--- config.mk ---
export PLATFORM = sky130hd
export DESIGN_NAME = markup_tag_tokenizer
export DESIGN_NICKNAME = d
export VERILOG_FILES = /design/src/design/mtt_pkg.sv /design/src/design/mtt_lexer.sv /design/src/design/markup_tag_tokenizer.sv
export SDC_FILE = /design/constraint.sdc
export NUM_CORES = 1
export LEC_CHECK = 0
export BUFFER_PORTS_ARGS = -buffer_cell sky130_fd_sc_hd__buf_2
export CORE_UTILIZATION = 35
export DETAILED_ROUTE_END_ITERATION = 16
export PLACE_DENSITY = 0.48
export SETUP_SLACK_MARGIN = 0.15
export SYNTH_ARGS = -nofsm -noshare
export SYNTH_HDL_FRONTEND = slang
export SYNTH_SLANG_ARGS = --single-unit
--- constraint.sdc ---
create_clock -name i_clk -period 7.3 [get_ports i_clk]
set_clock_uncertainty 0.2 [all_clocks]
set_input_delay 1.825 -clock i_clk [delete_from_list [all_inputs] [get_ports i_clk]]
set_output_delay 1.825 -clock i_clk [all_outputs]
set_load 0.005 [all_outputs]
--- src/design/mtt_pkg.sv ---
// shared types, codes and helpers of the markup tag tokenizer
`timescale 1ns / 1ps

package mtt_pkg;

    localparam int MaxResults = 4;
    localparam int CountW     = $clog2(MaxResults + 1);

    // lexer modes
    localparam logic [1:0] MODE_TAG    = 2'd0;
    localparam logic [1:0] MODE_IDENT  = 2'd1;
    localparam logic [1:0] MODE_STRING = 2'd2;
    localparam logic [1:0] MODE_TEXT   = 2'd3;

    // token kinds
    localparam logic [2:0] K_OPEN    = 3'd0;
    localparam logic [2:0] K_CLOSE   = 3'd1;
    localparam logic [2:0] K_TAGEND  = 3'd2;
    localparam logic [2:0] K_SELFEND = 3'd3;
    localparam logic [2:0] K_EQUALS  = 3'd4;
    localparam logic [2:0] K_STRING  = 3'd5;
    localparam logic [2:0] K_IDENT   = 3'd6;
    localparam logic [2:0] K_TEXT    = 3'd7;

    // characters
    localparam logic [7:0] CH_LT    = 8'h3C;
    localparam logic [7:0] CH_SLASH = 8'h2F;
    localparam logic [7:0] CH_GT    = 8'h3E;
    localparam logic [7:0] CH_EQ    = 8'h3D;
    localparam logic [7:0] CH_QUOTE = 8'h22;
    localparam logic [7:0] CH_SPACE = 8'h20;
    localparam logic [7:0] CH_NL    = 8'h0A;
    localparam logic [7:0] CH_NONE  = 8'h00;

    typedef struct packed {
        logic [1:0] mode;
        logic       pend_open;
        logic       pend_slash;
        logic       text_started;
        logic       pend_space;
    } t_lex_state;

    typedef struct packed {
        logic [2:0] kind;
        logic [7:0] ch;
        logic       has;
        logic       st;
        logic       en;
    } t_result;

    function automatic t_result f_res(logic [2:0] kind, logic [7:0] ch, logic has,
                                      logic st, logic en);
        t_result r;
        r.kind = kind;
        r.ch   = has ? ch : CH_NONE;
        r.has  = has;
        r.st   = st;
        r.en   = en;
        return r;
    endfunction

endpackage

--- src/design/mtt_lexer.sv ---
// per-byte lexer step: next state and the list of results for one item
`timescale 1ns / 1ps

module mtt_lexer (
    input  mtt_pkg::t_lex_state                            i_state,
    input  logic [7:0]                                     i_byte,
    input  logic                                           i_eoi,
    output mtt_pkg::t_lex_state                            o_state,
    output mtt_pkg::t_result [mtt_pkg::MaxResults-1:0]     o_res,
    output logic [mtt_pkg::CountW-1:0]                     o_cnt
);

    mtt_pkg::t_lex_state                        s;
    mtt_pkg::t_result [mtt_pkg::MaxResults-1:0] res;
    logic [mtt_pkg::CountW-1:0]                 cnt;
    logic                                       tag;
    logic                                       done;

    always_comb begin
        s    = i_state;
        res  = '0;
        cnt  = '0;
        tag  = 1'b0;
        done = 1'b0;

        unique case (s.mode)
            mtt_pkg::MODE_IDENT: begin
                if (i_byte == mtt_pkg::CH_SPACE || i_byte == mtt_pkg::CH_EQ ||
                    i_byte == mtt_pkg::CH_GT || i_byte == mtt_pkg::CH_NL) begin
                    res[cnt[1:0]] = mtt_pkg::f_res(mtt_pkg::K_IDENT, mtt_pkg::CH_NONE,
                                                   1'b0, 1'b0, 1'b1);
                    cnt    = cnt + 1'b1;
                    s.mode = mtt_pkg::MODE_TAG;
                    tag    = 1'b1;
                end else begin
                    res[cnt[1:0]] = mtt_pkg::f_res(mtt_pkg::K_IDENT, i_byte,
                                                   1'b1, 1'b0, 1'b0);
                    cnt = cnt + 1'b1;
                end
            end
            mtt_pkg::MODE_STRING: begin
                if (i_byte == mtt_pkg::CH_QUOTE) begin
                    res[cnt[1:0]] = mtt_pkg::f_res(mtt_pkg::K_STRING, mtt_pkg::CH_NONE,
                                                   1'b0, !s.text_started, 1'b1);
                    cnt            = cnt + 1'b1;
                    s.mode         = mtt_pkg::MODE_TAG;
                    s.text_started = 1'b0;
                end else begin
                    res[cnt[1:0]] = mtt_pkg::f_res(mtt_pkg::K_STRING, i_byte,
                                                   1'b1, !s.text_started, 1'b0);
                    cnt            = cnt + 1'b1;
                    s.text_started = 1'b1;
                end
            end
            mtt_pkg::MODE_TEXT: begin
                if (i_byte == mtt_pkg::CH_LT) begin
                    if (s.text_started) begin
                        res[cnt[1:0]] = mtt_pkg::f_res(mtt_pkg::K_TEXT, mtt_pkg::CH_NONE,
                                                       1'b0, 1'b0, 1'b1);
                        cnt = cnt + 1'b1;
                    end
                    s.mode         = mtt_pkg::MODE_TAG;
                    s.text_started = 1'b0;
                    s.pend_space   = 1'b0;
                    s.pend_open    = 1'b1;
                end else if (i_byte == mtt_pkg::CH_NL) begin
                    s.mode = mtt_pkg::MODE_TEXT;
                end else if (i_byte == mtt_pkg::CH_SPACE) begin
                    if (s.text_started) begin
                        s.pend_space = 1'b1;
                    end
                end else begin
                    // a held space is only shown once a non-space follows it
                    if (s.pend_space) begin
                        res[cnt[1:0]] = mtt_pkg::f_res(mtt_pkg::K_TEXT, mtt_pkg::CH_SPACE,
                                                       1'b1, 1'b0, 1'b0);
                        cnt = cnt + 1'b1;
                    end
                    res[cnt[1:0]] = mtt_pkg::f_res(mtt_pkg::K_TEXT, i_byte,
                                                   1'b1, !s.text_started, 1'b0);
                    cnt            = cnt + 1'b1;
                    s.text_started = 1'b1;
                    s.pend_space   = 1'b0;
                end
            end
            default: begin
                tag = 1'b1;
            end
        endcase

        if (tag) begin
            if (s.pend_open) begin
                s.pend_open = 1'b0;
                if (i_byte == mtt_pkg::CH_SLASH) begin
                    res[cnt[1:0]] = mtt_pkg::f_res(mtt_pkg::K_CLOSE, mtt_pkg::CH_LT,
                                                   1'b1, 1'b1, 1'b0);
                    cnt = cnt + 1'b1;
                    res[cnt[1:0]] = mtt_pkg::f_res(mtt_pkg::K_CLOSE, mtt_pkg::CH_SLASH,
                                                   1'b1, 1'b0, 1'b1);
                    cnt  = cnt + 1'b1;
                    done = 1'b1;
                end else begin
                    res[cnt[1:0]] = mtt_pkg::f_res(mtt_pkg::K_OPEN, mtt_pkg::CH_LT,
                                                   1'b1, 1'b1, 1'b1);
                    cnt = cnt + 1'b1;
                end
            end
            // a lone slash is dropped and the byte falls through to tag handling
            if (!done && s.pend_slash) begin
                s.pend_slash = 1'b0;
                if (i_byte == mtt_pkg::CH_GT) begin
                    res[cnt[1:0]] = mtt_pkg::f_res(mtt_pkg::K_SELFEND, mtt_pkg::CH_SLASH,
                                                   1'b1, 1'b1, 1'b0);
                    cnt = cnt + 1'b1;
                    res[cnt[1:0]] = mtt_pkg::f_res(mtt_pkg::K_SELFEND, mtt_pkg::CH_GT,
                                                   1'b1, 1'b0, 1'b1);
                    cnt  = cnt + 1'b1;
                    done = 1'b1;
                end
            end
            if (!done) begin
                unique case (i_byte)
                    mtt_pkg::CH_LT: begin
                        s.pend_open = 1'b1;
                    end
                    mtt_pkg::CH_GT: begin
                        res[cnt[1:0]] = mtt_pkg::f_res(mtt_pkg::K_TAGEND, mtt_pkg::CH_GT,
                                                       1'b1, 1'b1, 1'b1);
                        cnt            = cnt + 1'b1;
                        s.mode         = mtt_pkg::MODE_TEXT;
                        s.text_started = 1'b0;
                        s.pend_space   = 1'b0;
                    end
                    mtt_pkg::CH_SLASH: begin
                        s.pend_slash = 1'b1;
                    end
                    mtt_pkg::CH_EQ: begin
                        res[cnt[1:0]] = mtt_pkg::f_res(mtt_pkg::K_EQUALS, mtt_pkg::CH_EQ,
                                                       1'b1, 1'b1, 1'b1);
                        cnt = cnt + 1'b1;
                    end
                    mtt_pkg::CH_QUOTE: begin
                        s.mode         = mtt_pkg::MODE_STRING;
                        s.text_started = 1'b0;
                    end
                    mtt_pkg::CH_SPACE, mtt_pkg::CH_NL: begin
                        s.mode = mtt_pkg::MODE_TAG;
                    end
                    default: begin
                        res[cnt[1:0]] = mtt_pkg::f_res(mtt_pkg::K_IDENT, i_byte,
                                                       1'b1, 1'b1, 1'b0);
                        cnt    = cnt + 1'b1;
                        s.mode = mtt_pkg::MODE_IDENT;
                    end
                endcase
            end
        end

        if (i_eoi) begin
            if (s.pend_open) begin
                res[cnt[1:0]] = mtt_pkg::f_res(mtt_pkg::K_OPEN, mtt_pkg::CH_LT,
                                               1'b1, 1'b1, 1'b1);
                cnt = cnt + 1'b1;
            end
            unique case (s.mode)
                mtt_pkg::MODE_IDENT: begin
                    res[cnt[1:0]] = mtt_pkg::f_res(mtt_pkg::K_IDENT, mtt_pkg::CH_NONE,
                                                   1'b0, 1'b0, 1'b1);
                    cnt = cnt + 1'b1;
                end
                mtt_pkg::MODE_STRING: begin
                    // an unterminated string is closed here
                    res[cnt[1:0]] = mtt_pkg::f_res(mtt_pkg::K_STRING, mtt_pkg::CH_NONE,
                                                   1'b0, !s.text_started, 1'b1);
                    cnt = cnt + 1'b1;
                end
                mtt_pkg::MODE_TEXT: begin
                    if (s.text_started) begin
                        res[cnt[1:0]] = mtt_pkg::f_res(mtt_pkg::K_TEXT, mtt_pkg::CH_NONE,
                                                       1'b0, 1'b0, 1'b1);
                        cnt = cnt + 1'b1;
                    end
                end
                default: begin
                    s.mode = mtt_pkg::MODE_TAG;
                end
            endcase
            s = '0;
        end
    end

    assign o_state = s;
    assign o_res   = res;
    assign o_cnt   = cnt;

endmodule

--- src/design/markup_tag_tokenizer.sv ---
// top level of the markup tag tokenizer: lexer state, result register and handshakes
`timescale 1ns / 1ps

// Byte-serial tokenizer for a small XML-like markup. Each accepted item (one source
// byte plus an end-of-input flag) is lexed in the cycle it is accepted and yields zero
// to four results, which land in a four-entry result register and leave one per cycle
// while i_stall is low, each tagged with its token kind, start and end marks, and a
// last-result flag on the final result of its item. An item that yields zero or one
// result stalls the input only while the output is stalled, so plain text and
// identifiers otherwise stream at one byte per clock; an item that yields more results
// stalls the input while the result register drains, and the next item is taken in
// the cycle the last pending result is taken.
// The lexer state returns to reset after an item flagged as end of input.
module markup_tag_tokenizer (
    input  logic       i_clk,
    input  logic       i_rst_n,
    input  logic       i_valid,
    output logic       o_stall,
    input  logic [7:0] i_in_byte,
    input  logic       i_end_of_input,
    output logic       o_valid,
    input  logic       i_stall,
    output logic [2:0] o_token_kind,
    output logic [7:0] o_char_value,
    output logic       o_has_char,
    output logic       o_starts_token,
    output logic       o_ends_token,
    output logic       o_last_result
);

    mtt_pkg::t_lex_state                        r_state;
    mtt_pkg::t_lex_state                        n_state;
    mtt_pkg::t_result [mtt_pkg::MaxResults-1:0] r_buf;
    mtt_pkg::t_result [mtt_pkg::MaxResults-1:0] n_buf;
    logic [mtt_pkg::CountW-1:0]                 r_cnt;
    logic [mtt_pkg::CountW-1:0]                 n_cnt;
    logic                                       accept;
    logic                                       take;

    mtt_lexer u_lexer (
        .i_state (r_state),
        .i_byte  (i_in_byte),
        .i_eoi   (i_end_of_input),
        .o_state (n_state),
        .o_res   (n_buf),
        .o_cnt   (n_cnt)
    );

    assign o_valid = (r_cnt != '0);
    assign take    = o_valid && !i_stall;
    // room for a new item once the last pending result leaves
    assign o_stall = (r_cnt > mtt_pkg::CountW'(1)) || ((r_cnt == mtt_pkg::CountW'(1)) && i_stall);
    assign accept  = i_valid && !o_stall;

    always_ff @(posedge i_clk) begin
        if (!i_rst_n) begin
            r_state <= '0;
            r_cnt   <= '0;
        end else if (accept) begin
            r_state <= n_state;
            r_cnt   <= n_cnt;
        end else if (take) begin
            r_cnt <= r_cnt - 1'b1;
        end
    end

    always_ff @(posedge i_clk) begin
        if (accept) begin
            r_buf <= n_buf;
        end else if (take) begin
            r_buf <= {{$bits(mtt_pkg::t_result){1'b0}}, r_buf[mtt_pkg::MaxResults-1:1]};
        end
    end

    assign o_token_kind   = r_buf[0].kind;
    assign o_char_value   = r_buf[0].ch;
    assign o_has_char     = r_buf[0].has;
    assign o_starts_token = r_buf[0].st;
    assign o_ends_token   = r_buf[0].en;
    assign o_last_result  = (r_cnt == mtt_pkg::CountW'(1));

    a_cnt_bound: assert property (@(posedge i_clk) disable iff (!i_rst_n)
        r_cnt <= mtt_pkg::CountW'(mtt_pkg::MaxResults))
        else $error("result count above buffer depth");

    a_no_overwrite: assert property (@(posedge i_clk) disable iff (!i_rst_n)
        accept |-> (r_cnt == '0) || ((r_cnt == mtt_pkg::CountW'(1)) && take))
        else $error("item accepted over pending results");

    a_flush_reset: assert property (@(posedge i_clk) disable iff (!i_rst_n)
        (accept && i_end_of_input) |=> (r_state == '0))
        else $error("state not cleared after end of input");

    a_pending_tag_only: assert property (@(posedge i_clk) disable iff (!i_rst_n)
        (r_state.mode != mtt_pkg::MODE_TAG) |-> (!r_state.pend_open && !r_state.pend_slash))
        else $error("pending lookahead outside tag mode");

endmodule
== After elaboration in Yosys (flattened, before gate mapping) ==
Cells that the tools add are included.

* Add/sub/neg operators: 9
* $lt $le $gt $ge: 17
* Eq/ne operators: 14
* Multiplexer cells: 107
* Bitwise logic cells: 30
* Reductions and logical operators: 32

{| class="wikitable"
|+ Operators with widths
! cell !! number
|-
| 56-bit 2-to-1 mux || 16
|-
| 56-bit one-hot mux with 3 select lines || 2
|-
| 14-bit demux with 2-bit select || 8
|-
| 14-bit 2-to-1 mux || 15
|-
| 56-bit bitwise mux || 3
|-
| 36-bit OR || 4
|-
| 28-bit bitwise AND || 3
|-
| 42-bit 2-to-1 mux || 2
|-
| 28-bit inverter || 3
|-
| 28-bit OR || 3
|-
| 20-bit bitwise AND || 4
|-
| 20-bit inverter || 4
|-
| 3-bit 2-to-1 mux || 22
|-
| 8-bit by 6-bit == test with 1-bit output (second input constant) || 6
|-
| 44-bit bitwise AND || 1
|-
| 44-bit inverter || 1
|-
| 14-bit one-hot mux with 3 select lines || 1
|-
| 40-bit bitwise AND || 1
|-
| 40-bit inverter || 1
|-
| 32-bit OR || 1
|-
| 3-bit by 1-bit adder with 3-bit output (second input constant) || 8
|-
| 24-bit bitwise AND || 1
|-
| 2-bit by 3-bit less-than comparator with 1-bit output (second input constant) || 8
|-
| 24-bit inverter || 1
|-
| other kinds (26) || 90
|}

* Register bits: 65
* Input port bits: 13
* Output and inout bits: 17
* Logic and storage cells: 235

== Logic depth before layout (Yosys ltp) ==
Gate-level depths: netlist of the first run.

* Depth in word-level cells: 37
* Gate-level depth with buffers: 30

== Modules after synthesis ==
A second synthesis of the first run with hierarchy kept.

* Cell total of the unflattened synthesis: 781
* Area, all modules: 6658.9 µm²

{| class="wikitable"
|+ By module, submodules not included
! module !! instances !! cells each !! area an instance (µm²) !! seq. area each (µm²)
|-
| mtt_lexer || 1 || 591 || 3693.5 || 0.0
|-
| markup_tag_tokenizer || 1 || 190 || 2965.3 || 1861.8
|}

== Least setup slack after synthesis of the first run ==
OpenSTA, ideal clock, no wires.

* Kind: input to register
* Start point: input i_in_byte[6]
* End point: register r_buf[19] in the netlist's numbering (data pin)
* Setup time: 0.145 ns
* Data arrival time: 6.953 ns
* Path slack: 0.003 ns
* Cell stages on the path: 30
* Path buffers: 3
* Cells stage by stage: buf_6 -> nor3_1 -> buf_2 -> a31o_2 -> or3_1 -> clkbuf_1 -> nor2_1 -> inv_1 -> ha_1 -> nor2_1 -> a211oi_2 -> a31oi_2 -> ha_1 -> or3_1 -> a21boi_1 -> ha_1 -> nand2_1 -> o21ai_1 -> a21o_2 -> inv_2 -> ha_1 -> nand2_1 -> o21ai_1 -> ha_1 -> nor2_1 -> nor2_1 -> a21oi_1 -> nor2_1 -> a311o_1 -> o21ai_1

* Word-level cells in the longest chain between the ends: 32

{| class="wikitable"
|+ RTL lines
! item !! line !! source
|-
| from (decl) || markup_tag_tokenizer.sv:19 || <nowiki>input logic [7:0] i_in_byte,</nowiki>
|-
| 8-bit by 6-bit == test with 1-bit output || mtt_lexer.sv:28, mtt_lexer.sv:68, mtt_lexer.sv:122 ||
|-
| 3-bit 2-to-1 mux || mtt_lexer.sv:68 || <nowiki>end else if (i_byte == mtt_pkg::CH_SPACE) begin</nowiki>
|-
| 3-bit 2-to-1 mux || mtt_lexer.sv:66 || <nowiki>end else if (i_byte == mtt_pkg::CH_NL) begin</nowiki>
|-
| 3-bit 2-to-1 mux || mtt_lexer.sv:56 || <nowiki>if (i_byte == mtt_pkg::CH_LT) begin</nowiki>
|-
| 3-bit one-hot mux with 2 select lines || mtt_lexer.sv:26 || <nowiki>unique case (s.mode)</nowiki>
|-
| 3-bit by 1-bit adder with 3-bit output || mtt_lexer.sv:97, mtt_lexer.sv:105 ||
|-
| 3-bit by 1-bit adder with 3-bit output || mtt_lexer.sv:100 || <nowiki>cnt = cnt + 1'b1;</nowiki>
|-
| 3-bit 2-to-1 mux || mtt_lexer.sv:94 || <nowiki>if (i_byte == mtt_pkg::CH_SLASH) begin</nowiki>
|-
| (+16 left out) || -- ||
|-
| 14-bit 2-to-1 mux (not written as such) || mtt_lexer.sv:167, mtt_lexer.sv:173, mtt_lexer.sv:179 ||
|-
| 14-bit demux with 2-bit select || -- ||
|-
| 40-bit inverter (no line) || -- ||
|-
| 40-bit bitwise AND (no line) || -- ||
|-
| 56-bit 2-to-1 mux || mtt_lexer.sv:178 || <nowiki>if (s.text_started) begin</nowiki>
|-
| 56-bit one-hot mux with 3 select lines || mtt_lexer.sv:165 || <nowiki>unique case (s.mode)</nowiki>
|-
| 56-bit 2-to-1 mux (*) || mtt_lexer.sv:159 || <nowiki>if (i_eoi) begin</nowiki>
|-
| 56-bit 2-to-1 mux (*) || markup_tag_tokenizer.sv:68 || <nowiki>if (accept) begin</nowiki>
|-
| to (signal assigned) || markup_tag_tokenizer.sv:69 || <nowiki>r_buf <= n_buf;</nowiki>
|-
| to (signal assigned) || markup_tag_tokenizer.sv:71 || <nowiki>r_buf <= {{$bits(mtt_pkg::t_result){1'b0}}, r_buf[mtt_pkg::MaxResults-1:1]};</nowiki>
|-
| to (decl) || markup_tag_tokenizer.sv:33 || <nowiki>mtt_pkg::t_result [mtt_pkg::MaxResults-1:0] r_buf;</nowiki>
|}

Mark *: on every way between the ends. The rest lies on a longest branch, timed or not. The select of a mux whose other input is x is not followed.
A chain may end at the register's enable or synchronous reset.

== Final worst setup path of the first run ==
* Start point: input i_in_byte[2]
* End point: register r_buf[23] in the netlist's numbering (data pin)

* Word-level cells in the longest chain between the ends: 32

{| class="wikitable"
|+ RTL lines
! item !! line
|-
| 8-bit by 6-bit == test with 1-bit output || mtt_lexer.sv:28, mtt_lexer.sv:68, mtt_lexer.sv:122
|-
| 3-bit 2-to-1 mux || mtt_lexer.sv:68
|-
| 3-bit 2-to-1 mux || mtt_lexer.sv:66
|-
| 3-bit 2-to-1 mux || mtt_lexer.sv:56
|-
| 3-bit one-hot mux with 2 select lines || mtt_lexer.sv:26
|-
| 3-bit by 1-bit adder with 3-bit output (tied with other cells) || mtt_lexer.sv:97, mtt_lexer.sv:105
|-
| 3-bit by 1-bit adder with 3-bit output (tied with other cells) || mtt_lexer.sv:100
|-
| 3-bit 2-to-1 mux (tied with other cells) || mtt_lexer.sv:94
|-
| (+16 left out) || --
|-
| 14-bit 2-to-1 mux (not written as such) / 28-bit bitwise AND (equally long branches) || --
|-
| 14-bit demux with 2-bit select / 56-bit 2-to-1 mux (equally long branches) || --
|-
| 40-bit inverter (no line) / 56-bit 2-to-1 mux (equally long branches) || --
|-
| 40-bit bitwise AND (no line) || --
|-
| 56-bit 2-to-1 mux || mtt_lexer.sv:178
|-
| 56-bit one-hot mux with 3 select lines || mtt_lexer.sv:165
|-
| 56-bit 2-to-1 mux (*) || mtt_lexer.sv:159
|-
| 56-bit 2-to-1 mux (*) || markup_tag_tokenizer.sv:68
|}

Marks and branches as above.

==> results of run 1 <==
[layer usage]
metal | part of all wire [%] | wire length, um | vias to the layer above | GRT usage [%]
li1 | - | - | 3000 | -
met1 | 44 | 11040 | 3137 | 38.98
met2 | 44 | 10890 | 333 | 42.85
met3 | 7.7 | 1924 | 56 | 4.676
met4 | 3.9 | 960 | 2 | 11.36
met5 | 0.048 | 12 | - | 0
[through the flow]
step	cell area [um^2]	utilization (%)
4_1_cts	7008	40.52
6_report	7020	40.59
2_1_floorplan	6221	-
3_3_place_gp	6745	39.00
3_5_place_dp	6745	39.00
5_1_grt	7020	40.59
[synth_stat cells (4+ instances only)]
cell type / instances
sky130_fd_sc_hd__nor2_1: 77
sky130_fd_sc_hd__o221ai_1: 6
sky130_fd_sc_hd__nand4_1: 10
sky130_fd_sc_hd__a21o_1: 4
sky130_fd_sc_hd__a31oi_1: 21
sky130_fd_sc_hd__o32a_1: 5
sky130_fd_sc_hd__a221oi_1: 8
sky130_fd_sc_hd__buf_2: 16
sky130_fd_sc_hd__a21oi_1: 66
sky130_fd_sc_hd__o21ai_0: 59
sky130_fd_sc_hd__o31ai_1: 17
sky130_fd_sc_hd__nand3_1: 26
sky130_fd_sc_hd__buf_4: 11
sky130_fd_sc_hd__nor2b_1: 9
sky130_fd_sc_hd__dfxtp_1: 9
sky130_fd_sc_hd__or2_2: 7
sky130_fd_sc_hd__a21boi_0: 5
sky130_fd_sc_hd__o21ai_1: 12
sky130_fd_sc_hd__edfxtp_1: 56
sky130_fd_sc_hd__o21a_1: 7
sky130_fd_sc_hd__nand2b_1: 8
sky130_fd_sc_hd__xnor2_1: 5
sky130_fd_sc_hd__a22oi_1: 5
sky130_fd_sc_hd__o211ai_1: 9
sky130_fd_sc_hd__a22o_1: 5
sky130_fd_sc_hd__ha_1: 37
sky130_fd_sc_hd__nor3_1: 16
sky130_fd_sc_hd__o22ai_1: 8
sky130_fd_sc_hd__nand2_1: 109
sky130_fd_sc_hd__clkbuf_1: 34
sky130_fd_sc_hd__a211oi_1: 5
sky130_fd_sc_hd__and3_1: 8
sky130_fd_sc_hd__and2_1: 11
sky130_fd_sc_hd__inv_1: 35
[where the power goes]
part / total [W] / switching, W / internal, W
combinational: 0.000939 / 0.000626 / 0.000314
sequential: 0.000729 / 0.0000489 / 0.000680
clock: 0.000400 / 0.000174 / 0.000226
[state kept, by name, summed over array words and instances, names as in the netlist]
| register | cells |
|---|---|
| o_char_value | 8 |
| r_state | 6 |
| r_buf | 42 |
| o_ends_token | 1 |
| o_starts_token | 1 |
| r_cnt | 3 |
| o_token_kind | 3 |
| o_has_char | 1 |
[worst paths after layout]
check                                        startpoint  slack (ns)                  end
worst max-delay path                       i_in_byte[2]        0.44  r_buf[23]$_DFFE_PP_
worst min-delay path            r_buf[42]$_SDFFCE_PN0P_        0.31  r_buf[28]$_DFFE_PP_
worst max register to register  r_state[5]$_SDFFE_PN0P_        1.31  r_buf[23]$_DFFE_PP_
worst min register to register  r_buf[42]$_SDFFCE_PN0P_        0.31  r_buf[28]$_DFFE_PP_
[area by class of cell]
class | instances | area, um^2 | area share [%]
Clock buffer | 9 | 225.2 | 3.208
Clock inverter | 7 | 37.54 | 0.5347
Inverter | 38 | 142.6 | 2.032
Multi-Input combinational cell | 631 | 3906 | 55.64
Sequential cell | 65 | 1862 | 26.52
Tap cell | 225 | 281.5 | 4.010
Timing Repair Buffer | 85 | 565.5 | 8.056
[cell usage in the layout, fill, tap and decap left out, types with 6 or more instances in the layout]
cell	netlist	layout
sky130_fd_sc_hd__a21oi_1	66	66
sky130_fd_sc_hd__inv_1	35	35
sky130_fd_sc_hd__nor2_1	77	76
sky130_fd_sc_hd__and3_1	8	8
sky130_fd_sc_hd__a221oi_1	8	8
sky130_fd_sc_hd__or2_2	7	7
sky130_fd_sc_hd__o21a_1	7	7
sky130_fd_sc_hd__a31oi_1	21	21
sky130_fd_sc_hd__o221ai_1	6	6
sky130_fd_sc_hd__and2_1	11	10
sky130_fd_sc_hd__o22ai_1	8	8
sky130_fd_sc_hd__clkbuf_16	0	9
sky130_fd_sc_hd__nand3_1	26	26
sky130_fd_sc_hd__edfxtp_1	56	56
sky130_fd_sc_hd__o31ai_1	17	17
sky130_fd_sc_hd__nand4_1	10	10
sky130_fd_sc_hd__o211ai_1	9	9
sky130_fd_sc_hd__ha_1	37	37
sky130_fd_sc_hd__o21ai_1	12	12
sky130_fd_sc_hd__nor2b_1	9	9
sky130_fd_sc_hd__buf_2	16	29
sky130_fd_sc_hd__nand2_1	109	108
sky130_fd_sc_hd__nor3_1	16	15
sky130_fd_sc_hd__o21ai_0	59	59
sky130_fd_sc_hd__nand2b_1	8	8
sky130_fd_sc_hd__dfxtp_1	9	9
sky130_fd_sc_hd__buf_4	11	56
[cells by family (layout without fill, tap and decap cells)]
group,Yosys count,in the layout,synth area share (%)
buf+inv,102,139,7.517
fa+ha+maj,37,37,7.457
compound gates,281,281,30.09
mux,3,3,0.5441
xor+xnor,9,9,1.612
simple gates,301,301,22.79
flops,65,65,29.99
[critical path, delay by kind of cell]
kind / cells / cell delay [ns]
AO/OA/AOI/OAI: 12 / 2.16
adder cells (fa/ha/maj): 5 / 1.37
buffers and inverters: 2 / 0.17
AND/OR/NAND/NOR: 7 / 1.18
==> impl_metrics.yaml, run 1 <==
outcome:
  outcome: "complete, no violations"
clock_tree:
  postCtsResizedCells: 0
  ctsHoldBuffers: 0
  clock_tree.htree_level_count: 3
  setup_bufs_post_cts: 0
  clockRootBuffer: "sky130_fd_sc_hd__clkbuf_16"
  tritoncts_clock_tree: "yes"
  path_clk_slew_ns: 0.06
  clock_insertion_delay_worst_skew_ns: 0.35
  num_cts_buffers: 9
  clock_tree_buf_depth: 2
  cts_num_sinks: 65
pwr:
  power_density_nw_per_um2: 294.6
  peakVddDrop_mv: 0.2560
  design_power_total_w: 0.002068
  power.static_leakage_nw: 2.713
die:
  core-area_um2: 17300
  dieArea_um2: 18280
  standard_cell_row_count: 48
  die_height_um: 135.2
  ioPinCount: 30
  die-width_um: 135.2
  effective_utilization_at_floorplan_pct: 35.89
setup_path:
  rr_worst_depth: 27
  critical_path_peak_fanout: 6
  timing.critical_path.slowest_cell_delay_ns: 0.57
  criticalPathCategory: "in2reg"
  worstPathRequired_ns: 7.15
  timing.critical_path.from_type: "input pin"
  crit_slowest_cell: "sky130_fd_sc_hd__o21ai_0"
  critPathMostFrequentCell: "sky130_fd_sc_hd__ha_1"
  timing.critical_path.arrival_ns: 6.71
  timing.critical_path.to_type: "register"
min_path:
  hold_depth: 2
  min-delay-path-class: "reg2reg"
detailed_routing:
  wirelength_um: 24830
  dr_vias: 6528
  route.antenna.remaining_nets: 0
  dr.first_iter.drc_count: 681
  detail_route.drc_violations: 0
  first_pass_iteration_count_of_the_detailed_router: 6
  wl_per_cell_um: 23.42
  per_cell_via_count_in_the_routed_design: 6.158
synthesis:
  postSynthAreaPerCell_um2: 7.780
  syn_area_um2: 6208
  syn_nets: 848
  synthCells: 798
  post-synth-top-area-cell: "sky130_fd_sc_hd__edfxtp_1"
  synth.lib_cells_used.distinct: 79
  seq_area_frac_synth_pct: 29.99
  yosys_register_bits: 65
  synth_top_cells_by_area: "sky130_fd_sc_hd__edfxtp_1 27%, sky130_fd_sc_hd__ha_1 7.5%, sky130_fd_sc_hd__nand2_1 6.6%"
  asyncSetResetFlopFracSynth_pct: 0
  synth_enable_flop_cells: 56
  yosys_warnings: 0
  ys.flop_type: "sky130_fd_sc_hd__edfxtp_1"
  netlist.area_leader.share_pct: 27.09
timing:
  report.final.slew_viol_count: 0
  grt_setup_unrepaired: "no"
  setup_slack_ns: 0.4426
  worst-slew-pin-transition_ns: 0.9746
  hold_viol: 0
  holdWs_ns: 0.3135
  maxSlewHeadroom_pct: 34.52
  fin_setup_tns_ns: 0
  period_minus_slack_ns: 6.857
  report.final.setup_viol: 0
  final_min_period_over_clock_period_pct: 93.94
  maxClockFrequency_ghz: 0.1458
final_layout:
  area_delta_synth_final_pct: 13.08
  num-fill-cells: 1825
  nNetsFinal: 880
  final_cell_count_no_fill: 1060
  drive_above_1_share_pct: 15.93
  n_antenna_cell: 0
place:
  io_buffer_count: 29
  dpl.hpwl_um: 19290
  place.detailed.instances: 1044
  finalWeightedCongestion: 0.9921
  place_worst_setup_slack_ns: 0.09422
global_route:
  grt_usage_pct: 28.02
  pin_count_of_the_biggest_net_entering_global_routing: 75
  grt_pass1_vias: 6186
  grt_pass1_wl_um: 37760
  grt_antenna_before_repair: 1
  grt_overflow: 0
run:
  max_cap_viol_count: 0
(Power assumes the default switching activity.)
==> run 2, diff against run 1 <==
--- a/config.mk
+++ b/config.mk
@@ -6,10 +6,12 @@
 export NUM_CORES = 1
 export LEC_CHECK = 0
 export BUFFER_PORTS_ARGS = -buffer_cell sky130_fd_sc_hd__buf_2
+export CORE_MARGIN = 2
 export CORE_UTILIZATION = 35
 export DETAILED_ROUTE_END_ITERATION = 16
 export PLACE_DENSITY = 0.48
 export SETUP_SLACK_MARGIN = 0.15
+export SKIP_LAST_GASP = 1
 export SYNTH_ARGS = -nofsm -noshare
 export SYNTH_HDL_FRONTEND = slang
 export SYNTH_SLANG_ARGS = --single-unit
==> run 2 against run 1 <==
- clock power rose by 31%
- wire length up 0.26%
- power increased by 5.9%
- via count decreased by 1.8%
- core utilization rose by 0.35 points
- worst hold slack improved by 0.0040 ns
==> impl_metrics.yaml, run 2 (synthesis gave the netlist of run 1 again) <==
outcome:
  outcome: "complete, no violations"
timing:
  setup_slack_ns: 0.4061
  fin_setup_tns_ns: 0
  final_min_period_over_clock_period_pct: 94.44
  hold_viol: 0
  report.final.slew_viol_count: 0
  maxClockFrequency_ghz: 0.1451
  worst-slew-pin-transition_ns: 1.010
  grt_setup_unrepaired: "no"
  report.final.setup_viol: 0
  period_minus_slack_ns: 6.894
  maxSlewHeadroom_pct: 32.70
clock_tree:
  setup_bufs_post_cts: 0
  postCtsResizedCells: 0
  tritoncts_clock_tree: "yes"
  clock_insertion_delay_worst_skew_ns: 0.35
  num_cts_buffers: 9
  ctsHoldBuffers: 0
  clockRootBuffer: "sky130_fd_sc_hd__clkbuf_16"
  cts_num_sinks: 65
  clock_tree_buf_depth: 2
  path_clk_slew_ns: 0.07
  clock_tree.htree_level_count: 3
global_route:
  grt_overflow: 0
  grt_pass1_wl_um: 37510
  grt_pass1_vias: 6113
  grt_antenna_before_repair: 0
  pin_count_of_the_biggest_net_entering_global_routing: 67
  grt_usage_pct: 27.17
final_layout:
  most_flop_heavy_register: "r_buf"
  final_cell_count_no_fill: 1055
  multi_input_area_um2: 3916
  regArea_um2: 1862
  drive_above_1_share_pct: 15.66
  number_of_flip_flops_in_the_largest_register: 42
  nNetsFinal: 875
  leading_cell_type_in_the_layout_fill_and_taps_excluded: "sky130_fd_sc_hd__nand2_1"
  final_cell_area_um2: 7081
  area_delta_synth_final_pct: 14.05
  n_antenna_cell: 0
  mostFrequentLayoutCells: "108 x sky130_fd_sc_hd__nand2_1, 76 x sky130_fd_sc_hd__nor2_1, 65 x sky130_fd_sc_hd__a21oi_1"
  num-fill-cells: 1797
detailed_routing:
  detail_route.drc_violations: 0
  route.antenna.remaining_nets: 0
  dr_vias: 6408
  wl_per_cell_um: 23.59
  dr.first_iter.drc_count: 683
  per_cell_via_count_in_the_routed_design: 6.074
  wirelength_um: 24890
  first_pass_iteration_count_of_the_detailed_router: 5
pwr:
  peakVddDrop_mv: 0.1793
  power_density_nw_per_um2: 309.2
  power.static_leakage_nw: 2.740
place:
  dpl.hpwl_um: 19510
  finalWeightedCongestion: 1.009
  place.detailed.instances: 1039
  placed_cell_area_um2: 6708
  io_buffer_count: 29
  place_worst_setup_slack_ns: 0.01887
setup_path:
  r2r_setup_slack_ns: 1.29
  criticalPathCategory: "in2reg"
  cp-endpoint: "r_buf[34]$_DFFE_PP_"
  crit-reg2reg-capture: "r_buf[34]$_DFFE_PP_"
  critical_path_peak_fanout: 6
  rr_worst_depth: 27
  timing.critical_path.from_type: "input pin"
  timing.critical_path.to_type: "register"
  timing.critical_path.arrival_ns: 6.78
  setup.worst_path.start: "i_in_byte[4]"
  worstPathRequired_ns: 7.18
  worst_r2r_startpoint: "r_state[5]$_SDFFE_PN0P_"
die:
  dieArea_um2: 18820
  core-area_um2: 17300
  die-width_um: 137.2
  standard_cell_row_count: 48
  effective_utilization_at_floorplan_pct: 35.89
  die_height_um: 137.2
  ioPinCount: 30
run:
  max_cap_viol_count: 0
min_path:
  min-delay-path-class: "reg2reg"
run 2: cell count changes in the layout (fill, tap and decap cells not counted), moves of 2 or more:
cell / before / now
sky130_fd_sc_hd__buf_4: 56 / 51
sky130_fd_sc_hd__bufinv_16: 0 / 3
sky130_fd_sc_hd__clkinv_2: 3 / 0
sky130_fd_sc_hd__clkinv_1: 2 / 0
sky130_fd_sc_hd__clkinv_4: 0 / 2
sky130_fd_sc_hd__clkinvlp_4: 2 / 0
sky130_fd_sc_hd__inv_6: 0 / 2
run 2: per-stage QoR:
stage	util (%)	power [W]	hold slack [ns]
after floorplan	-	0.001379	0.2781
after global placement	38.78	0.001653	0.2970
after detailed placement	38.78	0.001663	0.2960
after CTS	40.81	0.002192	0.3200
after global routing	40.94	0.002343	0.3485
final	40.94	0.002189	0.3175
run 2: how the worst min path moves through the flow:
| stage | depth (start not counted) | slack, ns | end | from |
|---|---|---|---|---|
| after floorplan | 2 | 0.28 | r_state[2]$_SDFFE_PN0P_ | r_state[2]$_SDFFE_PN0P_ |
| after global placement | 2 | 0.30 | r_buf[28]$_DFFE_PP_ | r_buf[42]$_SDFFCE_PN0P_ |
| after detailed placement | 2 | 0.30 | r_buf[28]$_DFFE_PP_ | r_buf[42]$_SDFFCE_PN0P_ |
| after CTS | 2 | 0.32 | r_buf[28]$_DFFE_PP_ | r_buf[42]$_SDFFCE_PN0P_ |
| after global routing | 1 | 0.35 | o_char_value[4]$_DFFE_PP_ | r_buf[21]$_DFFE_PP_ |
| final | 2 | 0.32 | r_buf[28]$_DFFE_PP_ | r_buf[42]$_SDFFCE_PN0P_ |
run 2: per-layer routing:
| metal | global-route usage (%) | vias up | share of wire (%) |
|---|---|---|---|
| li1 | - | 2978 | - |
| met1 | 37.55 | 3052 | 44 |
| met2 | 39.80 | 311 | 43 |
| met3 | 5.776 | 67 | 8.2 |
| met4 | 13.92 | 0 | 5.2 |
| met5 | 0 | - | 0 |
run 2: power by group:
group          internal, W  switching, W  total [W]  leakage [nW]
Combinational     0.000310      0.000624   0.000934          1.94
Clock             0.000338      0.000188   0.000526         0.171
Sequential        0.000680     0.0000495   0.000730         0.630
run 2: layout make-up:
| cell class | count | area share [%] |
|---|---|---|
| Timing Repair Buffer | 80 | 7.457 |
| Inverter | 38 | 2.014 |
| Tap cell | 225 | 3.976 |
| Clock buffer | 9 | 3.181 |
| Multi-Input combinational cell | 631 | 55.31 |
| Clock inverter | 7 | 1.767 |
| Sequential cell | 65 | 26.29 |
run 2: worst max-delay path, cell delays in order:
cell                       delay [ns]
sky130_fd_sc_hd__buf_2           0.13
sky130_fd_sc_hd__and3_1          0.18
sky130_fd_sc_hd__o2111a_1        0.32
sky130_fd_sc_hd__or3_1           0.41
sky130_fd_sc_hd__nor2_2          0.16
sky130_fd_sc_hd__ha_1            0.19
sky130_fd_sc_hd__a31oi_1         0.06
sky130_fd_sc_hd__a211oi_2        0.30
sky130_fd_sc_hd__a31oi_4         0.07
sky130_fd_sc_hd__ha_1            0.24
sky130_fd_sc_hd__or3_1           0.36
sky130_fd_sc_hd__a21boi_1        0.15
sky130_fd_sc_hd__ha_1            0.32
sky130_fd_sc_hd__nand2_1         0.06
sky130_fd_sc_hd__o21ai_1         0.07
sky130_fd_sc_hd__a21o_2          0.26
sky130_fd_sc_hd__inv_2           0.06
sky130_fd_sc_hd__ha_1            0.23
sky130_fd_sc_hd__nand2_1         0.06
sky130_fd_sc_hd__o21ai_1         0.12
sky130_fd_sc_hd__inv_1           0.13
sky130_fd_sc_hd__ha_1            0.30
sky130_fd_sc_hd__nand2_1         0.15
sky130_fd_sc_hd__a21o_1          0.25
sky130_fd_sc_hd__o211ai_1        0.21
sky130_fd_sc_hd__o21ai_0         0.16
